[src/assert_macros.svh]
// Assertion macros for the base-32 codec RTL.
// No dependencies; included by base32_id_codec.sv, the file that carries assertions.
`ifndef ASSERT_MACROS_SVH
`define ASSERT_MACROS_SVH

// Same-cycle implication, disabled during reset.
`define ASSERT_SAME(label, clk, rst, ante, cons, msg) \
   label: assert property (@(posedge clk) disable iff (rst) (ante) |-> (cons)) \
      else $error(msg);

// Next-cycle implication, disabled during reset.
`define ASSERT_NEXT(label, clk, rst, ante, cons, msg) \
   label: assert property (@(posedge clk) disable iff (rst) (ante) |=> (cons)) \
      else $error(msg);

`endif

[src/b32_pkg.sv]
// Package for the base-32 id codec: constants, request kinds, digit map functions.
// No dependencies.
`default_nettype none

package b32_pkg;

   localparam int DIGITS_DEFAULT = 8;
   localparam int VALUE_BITS     = 40;
   localparam int DIGIT_BITS     = 5;
   localparam int TEXT_BYTES     = 8;
   localparam int TEXT_BITS      = 8 * TEXT_BYTES;
   localparam logic [DIGIT_BITS-1:0] DIGIT_MASK = 5'd31;
   localparam logic [7:0] CHAR_ZERO = 8'h30;

   localparam logic KIND_ENCODE = 1'b0;
   localparam logic KIND_DECODE = 1'b1;

   typedef struct packed {
      logic                  valid;
      logic [DIGIT_BITS-1:0] digit;
   } digit_dec_type;

   // digit value -> ASCII, alphabet 0-9 A-H J K M N P-T V-Z
   function automatic logic [7:0] enc_char(input logic [DIGIT_BITS-1:0] d);
      logic [7:0] c;
      case (d)
         5'd0:  c = "0";
         5'd1:  c = "1";
         5'd2:  c = "2";
         5'd3:  c = "3";
         5'd4:  c = "4";
         5'd5:  c = "5";
         5'd6:  c = "6";
         5'd7:  c = "7";
         5'd8:  c = "8";
         5'd9:  c = "9";
         5'd10: c = "A";
         5'd11: c = "B";
         5'd12: c = "C";
         5'd13: c = "D";
         5'd14: c = "E";
         5'd15: c = "F";
         5'd16: c = "G";
         5'd17: c = "H";
         5'd18: c = "J";
         5'd19: c = "K";
         5'd20: c = "M";
         5'd21: c = "N";
         5'd22: c = "P";
         5'd23: c = "Q";
         5'd24: c = "R";
         5'd25: c = "S";
         5'd26: c = "T";
         5'd27: c = "V";
         5'd28: c = "W";
         5'd29: c = "X";
         5'd30: c = "Y";
         5'd31: c = "Z";
         default: c = CHAR_ZERO;
      endcase
      return c;
   endfunction

   // ASCII -> digit value; valid low for anything outside the alphabet
   function automatic digit_dec_type dec_char(input logic [7:0] c);
      digit_dec_type r;
      r.valid = 1'b1;
      r.digit = '0;
      case (c)
         "0": r.digit = 5'd0;
         "1": r.digit = 5'd1;
         "2": r.digit = 5'd2;
         "3": r.digit = 5'd3;
         "4": r.digit = 5'd4;
         "5": r.digit = 5'd5;
         "6": r.digit = 5'd6;
         "7": r.digit = 5'd7;
         "8": r.digit = 5'd8;
         "9": r.digit = 5'd9;
         "A": r.digit = 5'd10;
         "B": r.digit = 5'd11;
         "C": r.digit = 5'd12;
         "D": r.digit = 5'd13;
         "E": r.digit = 5'd14;
         "F": r.digit = 5'd15;
         "G": r.digit = 5'd16;
         "H": r.digit = 5'd17;
         "J": r.digit = 5'd18;
         "K": r.digit = 5'd19;
         "M": r.digit = 5'd20;
         "N": r.digit = 5'd21;
         "P": r.digit = 5'd22;
         "Q": r.digit = 5'd23;
         "R": r.digit = 5'd24;
         "S": r.digit = 5'd25;
         "T": r.digit = 5'd26;
         "V": r.digit = 5'd27;
         "W": r.digit = 5'd28;
         "X": r.digit = 5'd29;
         "Y": r.digit = 5'd30;
         "Z": r.digit = 5'd31;
         default: r.valid = 1'b0;
      endcase
      return r;
   endfunction

endpackage

`default_nettype wire

[src/b32_core.sv]
// Combinational encode/decode datapath of the base-32 id codec.
// Depends on b32_pkg.
`default_nettype none

module b32_core #(
   parameter int DIGITS = b32_pkg::DIGITS_DEFAULT
) (
   input  wire logic                            kind,
   input  wire logic [b32_pkg::VALUE_BITS-1:0]  value_in,
   input  wire logic [b32_pkg::TEXT_BITS-1:0]   text_in,
   input  wire logic [7:0]                      text_length,
   output logic      [b32_pkg::TEXT_BITS-1:0]   text_out,
   output logic      [b32_pkg::VALUE_BITS-1:0]  value_out,
   output logic                                 ok
);
   import b32_pkg::*;

   logic [TEXT_BITS-1:0]  text_enc;
   logic [VALUE_BITS-1:0] acc;
   logic                  chars_ok;
   logic                  dec_ok;
   logic [DIGIT_BITS-1:0] enc_digit;
   logic [7:0]            dec_byte;
   digit_dec_type         dec;

   // encode: one independent digit per byte lane
   always_comb begin
      text_enc  = '0;
      enc_digit = '0;
      for (int i = 0; i < DIGITS; i++) begin
         if (i < TEXT_BYTES) begin
            enc_digit = DIGIT_BITS'(value_in >> (DIGIT_BITS * i)) & DIGIT_MASK;
            text_enc[8*i +: 8] = enc_char(enc_digit);
         end
      end
   end

   // decode: lanes beyond the text field read as '0'
   always_comb begin
      acc      = '0;
      chars_ok = 1'b1;
      dec_byte = CHAR_ZERO;
      dec      = '0;
      for (int p = 0; p < DIGITS; p++) begin
         if (p < TEXT_BYTES) begin
            dec_byte = text_in[8*p +: 8];
         end else begin
            dec_byte = CHAR_ZERO;
         end
         dec      = dec_char(dec_byte);
         chars_ok = chars_ok & dec.valid;
         if (DIGIT_BITS * p < VALUE_BITS) begin
            acc[DIGIT_BITS*p +: DIGIT_BITS] = dec.digit;
         end
      end
   end

   assign dec_ok = chars_ok && (text_length == 8'(DIGITS));

   always_comb begin
      if (kind == KIND_ENCODE) begin
         text_out  = text_enc;
         value_out = '0;
         ok        = 1'b1;
      end else begin
         text_out  = '0;
         value_out = dec_ok ? acc : '0;
         ok        = dec_ok;
      end
   end

endmodule

`default_nettype wire

[src/base32_id_codec.sv]
// Top level of the base-32 id codec: request and result registers around b32_core.
// Depends on b32_pkg, b32_core and assert_macros.svh.
//
// Usage
//   Request channel: a request (kind, value, text, length) is taken at a rising
//   edge where start is high and busy is low. busy is always low, so a request
//   may be issued in every cycle.
//   Result channel: each request yields exactly one result on rsp_text_out,
//   rsp_value_out and rsp_ok, shown for one cycle with rsp_strobe high. The
//   receiver cannot hold a result off; it must take it in that cycle.
//   Kind encode: text_out holds the 40-bit value as eight upper-case digits,
//   most significant digit in the top byte, ok = 1, value_out = 0.
//   Kind decode: a length of eight and only alphabet characters give the value
//   with ok = 1; anything else gives ok = 0 and zero fields.
// Timing
//   Order: a taken request is registered in the request stage first, then its
//   result is registered in the result stage, which drives rsp_strobe.
//   Throughput: one request per cycle; the whole digit map is a single pass of
//   table lookups between the two register stages.
// Reset
//   Synchronous, active high: clears the stage valids, so no strobe is seen
//   until a new request arrives. The payload registers are not reset.
`default_nettype none

`include "assert_macros.svh"

module base32_id_codec #(
   parameter int DIGITS = b32_pkg::DIGITS_DEFAULT
) (
   input  wire logic                            clock,
   input  wire logic                            reset,
   input  wire logic                            start,
   output logic                                 busy,
   input  wire logic                            req_kind,
   input  wire logic [63:0]                     req_value_in,
   input  wire logic [b32_pkg::TEXT_BITS-1:0]   req_text_in,
   input  wire logic [7:0]                      req_text_length,
   output logic                                 rsp_strobe,
   output logic      [b32_pkg::TEXT_BITS-1:0]   rsp_text_out,
   output logic      [b32_pkg::VALUE_BITS-1:0]  rsp_value_out,
   output logic                                 rsp_ok
);
   import b32_pkg::*;

   // request stage
   logic                  req_valid_ff, req_valid_in;
   logic                  kind_ff;
   logic [VALUE_BITS-1:0] value_ff;
   logic [TEXT_BITS-1:0]  text_ff;
   logic [7:0]            len_ff;

   // result stage
   logic                  strobe_ff;
   logic [TEXT_BITS-1:0]  text_out_ff, text_out_in;
   logic [VALUE_BITS-1:0] value_out_ff, value_out_in;
   logic                  ok_ff, ok_in;

   // never stalls: every cycle may carry a new request
   assign busy         = 1'b0;
   assign req_valid_in = start && !busy;

   always_ff @(posedge clock) begin
      if (reset) begin
         req_valid_ff <= 1'b0;
         strobe_ff    <= 1'b0;
      end else begin
         req_valid_ff <= req_valid_in;
         strobe_ff    <= req_valid_ff;
      end
   end

   // payload: captured unconditionally, qualified by the stage valids
   always_ff @(posedge clock) begin
      kind_ff      <= req_kind;
      value_ff     <= req_value_in[VALUE_BITS-1:0];
      text_ff      <= req_text_in;
      len_ff       <= req_text_length;
      text_out_ff  <= text_out_in;
      value_out_ff <= value_out_in;
      ok_ff        <= ok_in;
   end

   b32_core #(
      .DIGITS(DIGITS)
   ) u_core (
      .kind        (kind_ff),
      .value_in    (value_ff),
      .text_in     (text_ff),
      .text_length (len_ff),
      .text_out    (text_out_in),
      .value_out   (value_out_in),
      .ok          (ok_in)
   );

   assign rsp_strobe    = strobe_ff;
   assign rsp_text_out  = text_out_ff;
   assign rsp_value_out = value_out_ff;
   assign rsp_ok        = ok_ff;

   // one strobe per registered request, in the cycle after it
   `ASSERT_NEXT(a_strobe_tracks_req, clock, reset, 1'b1,
                rsp_strobe == $past(req_valid_ff), "strobe does not follow request stage")
   // rejected decode carries all-zero fields
   `ASSERT_SAME(a_reject_zero, clock, reset, rsp_strobe && !rsp_ok,
                rsp_text_out == '0 && rsp_value_out == '0, "rejected result has nonzero fields")
   // text appears only on an encode, which is always ok with no value
   `ASSERT_SAME(a_text_is_encode, clock, reset, rsp_strobe && rsp_text_out != '0,
                rsp_ok && rsp_value_out == '0, "text out on a non-encode result")

endmodule

`default_nettype wire
[config.mk]
export PLATFORM = sky130hd
export DESIGN_NAME = base32_id_codec
export DESIGN_NICKNAME = d
export VERILOG_FILES = /design/src/b32_pkg.sv /design/src/b32_core.sv /design/src/base32_id_codec.sv
export VERILOG_INCLUDE_DIRS = /design/src /design/src/src
export SDC_FILE = /design/constraint.sdc
export NUM_CORES = 1
export LEC_CHECK = 0
export ABC_CLOCK_PERIOD_IN_PS = 2700
export BUFFER_PORTS_ARGS = -buffer_cell sky130_fd_sc_hd__buf_2
export CORE_MARGIN = 2
export CORE_UTILIZATION = 55
export DETAILED_ROUTE_END_ITERATION = 7
export PLACE_DENSITY = 0.81
export SLEW_MARGIN = 15
export SYNTH_ARGS = -nofsm -noshare
export SYNTH_HDL_FRONTEND = slang
export SYNTH_HIERARCHICAL = 1
export SYNTH_SLANG_ARGS = --single-unit
[constraint.sdc]
create_clock -name clock -period 2.7 [get_ports clock]
set_input_delay 0 -clock clock [delete_from_list [all_inputs] [get_ports clock]]
set_output_delay 0 -clock clock [all_outputs]
set_load 0.02 [all_outputs]
# After elaboration in Yosys (flattened, before gate mapping)
# Memories as Yosys holds them, arrays and structs flattened. A register that Yosys moved wholly into a read port is not among the register bits.
# Index checks and enable logic that the tools add are counted.
dict set report word_totals {
  regBits 220
  latch_bits 0
  mem_bits_rw 0
  romBits 1792
  inputBits 140
  out_inout_bits 107
  wordCells 307
  n_memories 8
}
# name words width rd rd_ports_with_merged_regs write_ports line_no
set mem_list {}
lappend mem_list {{(no name shown)} 32 7 1 1 0 b32_pkg.sv:26} ;# case (d)
lappend mem_list {{(no name shown)} 32 7 1 1 0 b32_pkg.sv:26}
lappend mem_list {{(no name shown)} 32 7 1 1 0 b32_pkg.sv:26}
lappend mem_list {{(no name shown)} 32 7 1 1 0 b32_pkg.sv:26}
lappend mem_list {{(no name shown)} 32 7 1 1 0 b32_pkg.sv:26}
lappend mem_list {{(no name shown)} 32 7 1 1 0 b32_pkg.sv:26}
lappend mem_list {{2 more memories} -- -- -- -- -- --}
dict set report op_classes {
  n_addsub 0
  n_mul 0
  n_div 0
  order_cmp 0
  n_eq_ne 257
  shifts 0
  mux 16
  bitwise_logic 7
  reduce_logical 10
}
# cell n
set op_table {}
lappend op_table {{$eq 8x7->1 const B} 176}
lappend op_table {{$pmux 5 s31} 8}
lappend op_table {{$eq 8x6->1 const B} 80}
lappend op_table {{$reduce_or 32->1} 8}
lappend op_table {{$eq 8x4->1 const B} 1}
lappend op_table {{$mux 1} 8}
lappend op_table {{$and 1x1->1} 7}
lappend op_table {{$reduce_and 2->1} 1}
lappend op_table {{$logic_and 1x1->1} 1}

# Longest topological paths before layout
dict set report depth {
  depth_word 12
  ltp_mapped 8
  mapped_depth_nobuf 8
}

# Hierarchy
# The synthesis kept the hierarchy.
# module n_inst cells_per_inst area_each_um2 seq_area_each_um2
set by_module_without_submodules {}
lappend by_module_without_submodules {b32_core 1 1062 6687.7 0.0}
lappend by_module_without_submodules {base32_id_codec 1 224 4428.0 4404.2}

# Worst setup path after synthesis
# OpenSTA, ideal clock, no wires.
dict set report synth_path {
  kind {register to register}
  startpoint {register text_ff[21]}
  endpoint {register value_out_ff[33] (netlist: rsp_value_out[33])}
  setup_ns 0.088
  arrival_ns 2.171
  required_ns 2.612
  path_slack_ns 0.440
  path_stages_with_launch 9
  n_path_buf 2
  synth_period_minus_slack_ns 2.260
  path_cell_list {dfxtp_1 or4b_1 buf_2 o21ai_2 o211ai_1 a222oi_1 nand4_2 buf_6 a311oi_2}
}
dict set report synth_between {
  elab_chain_len 11
  elab_cells_between_ends 42
  classes_between {eq/ne: 32; mux: 1; bitwise: 6; reduce/logical: 3}
}
# item line_no
set synth_rtl {}
lappend synth_rtl {{from (decl)} base32_id_codec.sv:49} ;# logic [TEXT_BITS-1:0] text_ff;
lappend synth_rtl {{from (signal assigned)} base32_id_codec.sv:76} ;# text_ff <= req_text_in;
lappend synth_rtl {{$eq 8x6->1 or $eq 8x7->1 (tied branches)} b32_pkg.sv:69} ;# case (c)
lappend synth_rtl {{$reduce_or 32->1 (no source line) *} --}
lappend synth_rtl {{$mux 1 *} b32_pkg.sv:69}
lappend synth_rtl {{$and 1x1->1 * (6 in series)} b32_core.sv:51} ;# chars_ok = chars_ok & dec.valid;
lappend synth_rtl {{$logic_and 1x1->1 *} b32_core.sv:58} ;# assign dec_ok = chars_ok && (text_length == 8'(DIGITS));
lappend synth_rtl {{$reduce_and 2->1 (no source line) *} --}
lappend synth_rtl {{to (signal assigned)} base32_id_codec.sv:79} ;# value_out_ff <= value_out_in;
lappend synth_rtl {{to (decl)} base32_id_codec.sv:55} ;# logic [VALUE_BITS-1:0] value_out_ff, value_out_in;
# Every way passes the cells marked *; elsewhere a longest branch is shown, timed or not.
# A chain may end at the register's enable or synchronous reset.

# Worst setup path after layout
dict set report layout_path {
  startpoint {register text_ff[52]}
  endpoint {register value_out_ff[39] (netlist: rsp_value_out[39])}
}
dict set report layout_between {
  elab_chain_len 7
  elab_cells_between_ends 38
  classes_between {eq/ne: 32; mux: 1; bitwise: 2; reduce/logical: 3}
}
# item line_no
set layout_rtl {}
lappend layout_rtl {{$eq 8x6->1 or $eq 8x7->1 (tied branches)} b32_pkg.sv:69}
lappend layout_rtl {{$reduce_or 32->1 (no source line) *} --}
lappend layout_rtl {{$mux 1 *} b32_pkg.sv:69}
lappend layout_rtl {{$and 1x1->1 * (2 in series)} b32_core.sv:51}
lappend layout_rtl {{$logic_and 1x1->1 *} b32_core.sv:58}
lappend layout_rtl {{$reduce_and 2->1 (no source line) *} --}
# Marks and branches as above.

==> reports/qor.yml <==
status: "completed"
synth-seq-cells: 220
synth.area.top_cells: "dfxtp_1 (40%), ha_1 (5.4%), a21oi_1 (3.9%)"
clock_latency_ns: 0.53
tightest_slew_ns: 0.798
post_cts_buffers: 0
p_total_uw: 8120
syn_avg_cell_area_um2: 8.64
start_util: 0.555
core-area_um2: 20000
cts_tree: "built"
ir_drop_mv: 0.795
cp_max_fo: 15
grtUsageTotal: 0.282
wl_met3_mm: 2.04
routedWlPerCell_um: 16.6
clk_path_buf_depth: 3
yosysTopAreaCellShare: 0.396
rr_startpoint: "text_ff[52]"
wl_mm: 31.2
worstRegToRegCells: 7
relSlewSlack: 0.467
r2r_setup_slack_ns: 0.18
num_vias: 10800
clock_skew_ns: 0.0177
rsz0062_at_grt: "false"
startpoint_type: "flip-flop"
drt-pass1-iter-count: 6
grt_max_degree: 57
path_class: "reg -> reg"
r2r-end: "rsp_value_out[39]"
rows: 52
finalCritPeriodShare: 0.932
grt_pass1_wl_mm: 50.7
synth.most_common_cell: "dfxtp_1"
clock.fmax_mhz: 397
p_sw_frac: 0.264
drive_above_1_share: 0.232
synth-xor-area-share: 0.00315
min_to: "value_ff[2]"
post-route-min-period_ns: 2.52
power_frac_comb: 0.145
synth_compound_area_frac: 0.233
setup-violations-final: 0
internal_power_uw: 5980
wl_met1_mm: 12.6
dr_wl_met2_mm: 15.3
synth_ff_type: "dfxtp_1"
yosys.area_share.simple: 0.214
holdCritStartpoint: "req_value_in[2]"
ys_types: 85
async_flop_share: 0
synth-edff-count: 0
antenna_cells: 0
grt_antenna_before_repair: 0
finalSetupTns_ns: 0
htree_levels: 1
cap_violations: 0
fp.dieH_um: 146
clockRootBuffer: "clkbuf_16"
cts_buffers: 23
holdCritPathClass: "in -> reg"
yosysWarnings: 6
place.gp.congestion: 0.934
power_density_nw_per_um2: 564
synth_top_family_by_area: "compound AO/OA/AOI/OAI gates"
grt.overflow.total: 0
p_switching_uw: 2140
crit_path_end_kind: "flip-flop"
holdWs_ns: 0.111
drc: 0
layout.nets: 1778
p_leak_uw: 0.00613
synth.mux.area_fraction: 0.0321
crit_required_ns: 3.12
slew_violations: 0
dp_hpwl_mm: 19.0
synthAdderAreaFrac: 0.0558
synthTopCellsByCount: "dfxtp_1 (220), nor2_1 (109), a21oi_1 (86)"
clk_pin_slew_ns: 0.06
drtIter0Drc: 769
p_seq_frac: 0.443
routed_via_density: 5.75
area_growth_pct: 29.7
io_pins: 247
yosysSeqAreaShare: 0.396
highest_layer: "met4"
die_area_um2: 21400
grt_pass1_vias: 10300
cp.arrival_ns: 2.94
portBuffers: 221
die_x_um: 146
netlist_instances: 1286
cts.sinks: 220
synth.cell_area_um2: 11100
cts-resized-gates: 0
fill_cells: 1444
hold_viol_final: 0
synth_area_leader_cell: "dfxtp_1"
whs_path_depth: 2
ant_nets: 0
p_clk_frac: 0.412
==> registers in the layout, indices dropped and copies added, names as in the netlist <==
register       flops
text_ff           64
kind_ff            1
value_ff          40
req_valid_ff       1
rsp_value_out     40
rsp_ok             1
rsp_strobe         1
rsp_text_out      64
len_ff             8
==> per-layer routing <==
metal	vias to the layer above	track usage
met5	-	0
met1	4978	0.342
met3	107	0.0484
met4	0	0.117
met2	472	0.495
li1	5225	-
==> power groups by stage <==
stage	sequential, uW	combinational [uW]	clock, uW
6_report	3600	1170	3350
5_1_grt	3630	1270	3540
4_1_cts	3590	1130	3370
3_5_place_dp	3660	993	0
3_3_place_gp	3650	970	0
2_1_floorplan	3650	687	0
==> worst max path at each step <==
stage	startpoint	endpoint	slack [ns]
global placement	text_ff[22]	rsp_value_out[9]	0.27
global route	text_ff[44]	rsp_value_out[39]	0.004
floorplan	text_ff[21]	rsp_value_out[33]	0.44
finish	text_ff[52]	rsp_value_out[39]	0.18
CTS	text_ff[45]	rsp_value_out[39]	0.17
detailed placement	text_ff[53]	rsp_value_out[39]	0.21
==> worst max-delay path: stages, from the launching register on <==
cell	delay, ns
dfxtp_1	0.33
or4b_4	0.56
o21ai_0	0.21
o211ai_1	0.18
a222oi_1	0.42
nand4_2	0.16
buf_4	0.25
nor4_1	0.31
==> cell families (layout without fill, tap and decap cells) <==
kind of cell / count (synthesis) / after routing
fa+ha+maj: 50 / 50
buf+inv: 173 / 486
simple gates: 432 / 432
xor+xnor: 4 / 4
compound gates: 380 / 380
mux: 25 / 25
other cells: 2 / 9
flops: 220 / 220
==> what timing repair did <==
item / CTS / global route
hold buffers: 115 / 0
hold endpoints to repair: 115 / 0
setup endpoints to repair: 0 / 1
==> through the flow <==
step / instances / instance area, um^2 / utilization / setup slack [ns]
floorplan: 1293 / 11100 / - / 0.440
global placement: 1720 / 12500 / 0.622 / 0.271
detailed placement: 1720 / 12500 / 0.622 / 0.205
CTS: 1876 / 14400 / 0.719 / 0.168
global route: 1876 / 14400 / 0.719 / 0.00402
finish: 1876 / 14400 / 0.719 / 0.183
==> cell type report <==
cell class                      instances  area [um^2]  area share
Inverter                               57          214      0.0148
Clock buffer                           27          611      0.0424
Clock inverter                         14          189      0.0131
Tap cell                              270          338      0.0234
Timing Repair Buffer                  388         2650       0.184
Sequential cell                       220         4410       0.306
Multi-Input combinational cell        900         6010       0.417
==> layout by cell type (no fill, tap or decap), types with 19 or more instances in the layout <==
master | Yosys | final
buf_2 | 9 | 221
dfxtp_1 | 220 | 219
dlygate4sd3_1 | 0 | 115
nor2_1 | 109 | 109
a21oi_1 | 86 | 86
nand2_1 | 77 | 77
o21ai_0 | 77 | 77
inv_1 | 57 | 57
buf_4 | 10 | 52
nand2b_1 | 48 | 48
ha_1 | 48 | 48
nor2b_1 | 41 | 41
nor3_1 | 35 | 35
a211oi_1 | 32 | 32
clkbuf_16 | 0 | 23
o22ai_1 | 22 | 22
nor4_1 | 20 | 20
nand3_1 | 19 | 19
Note: power is estimated with default switching activity, not from simulation.
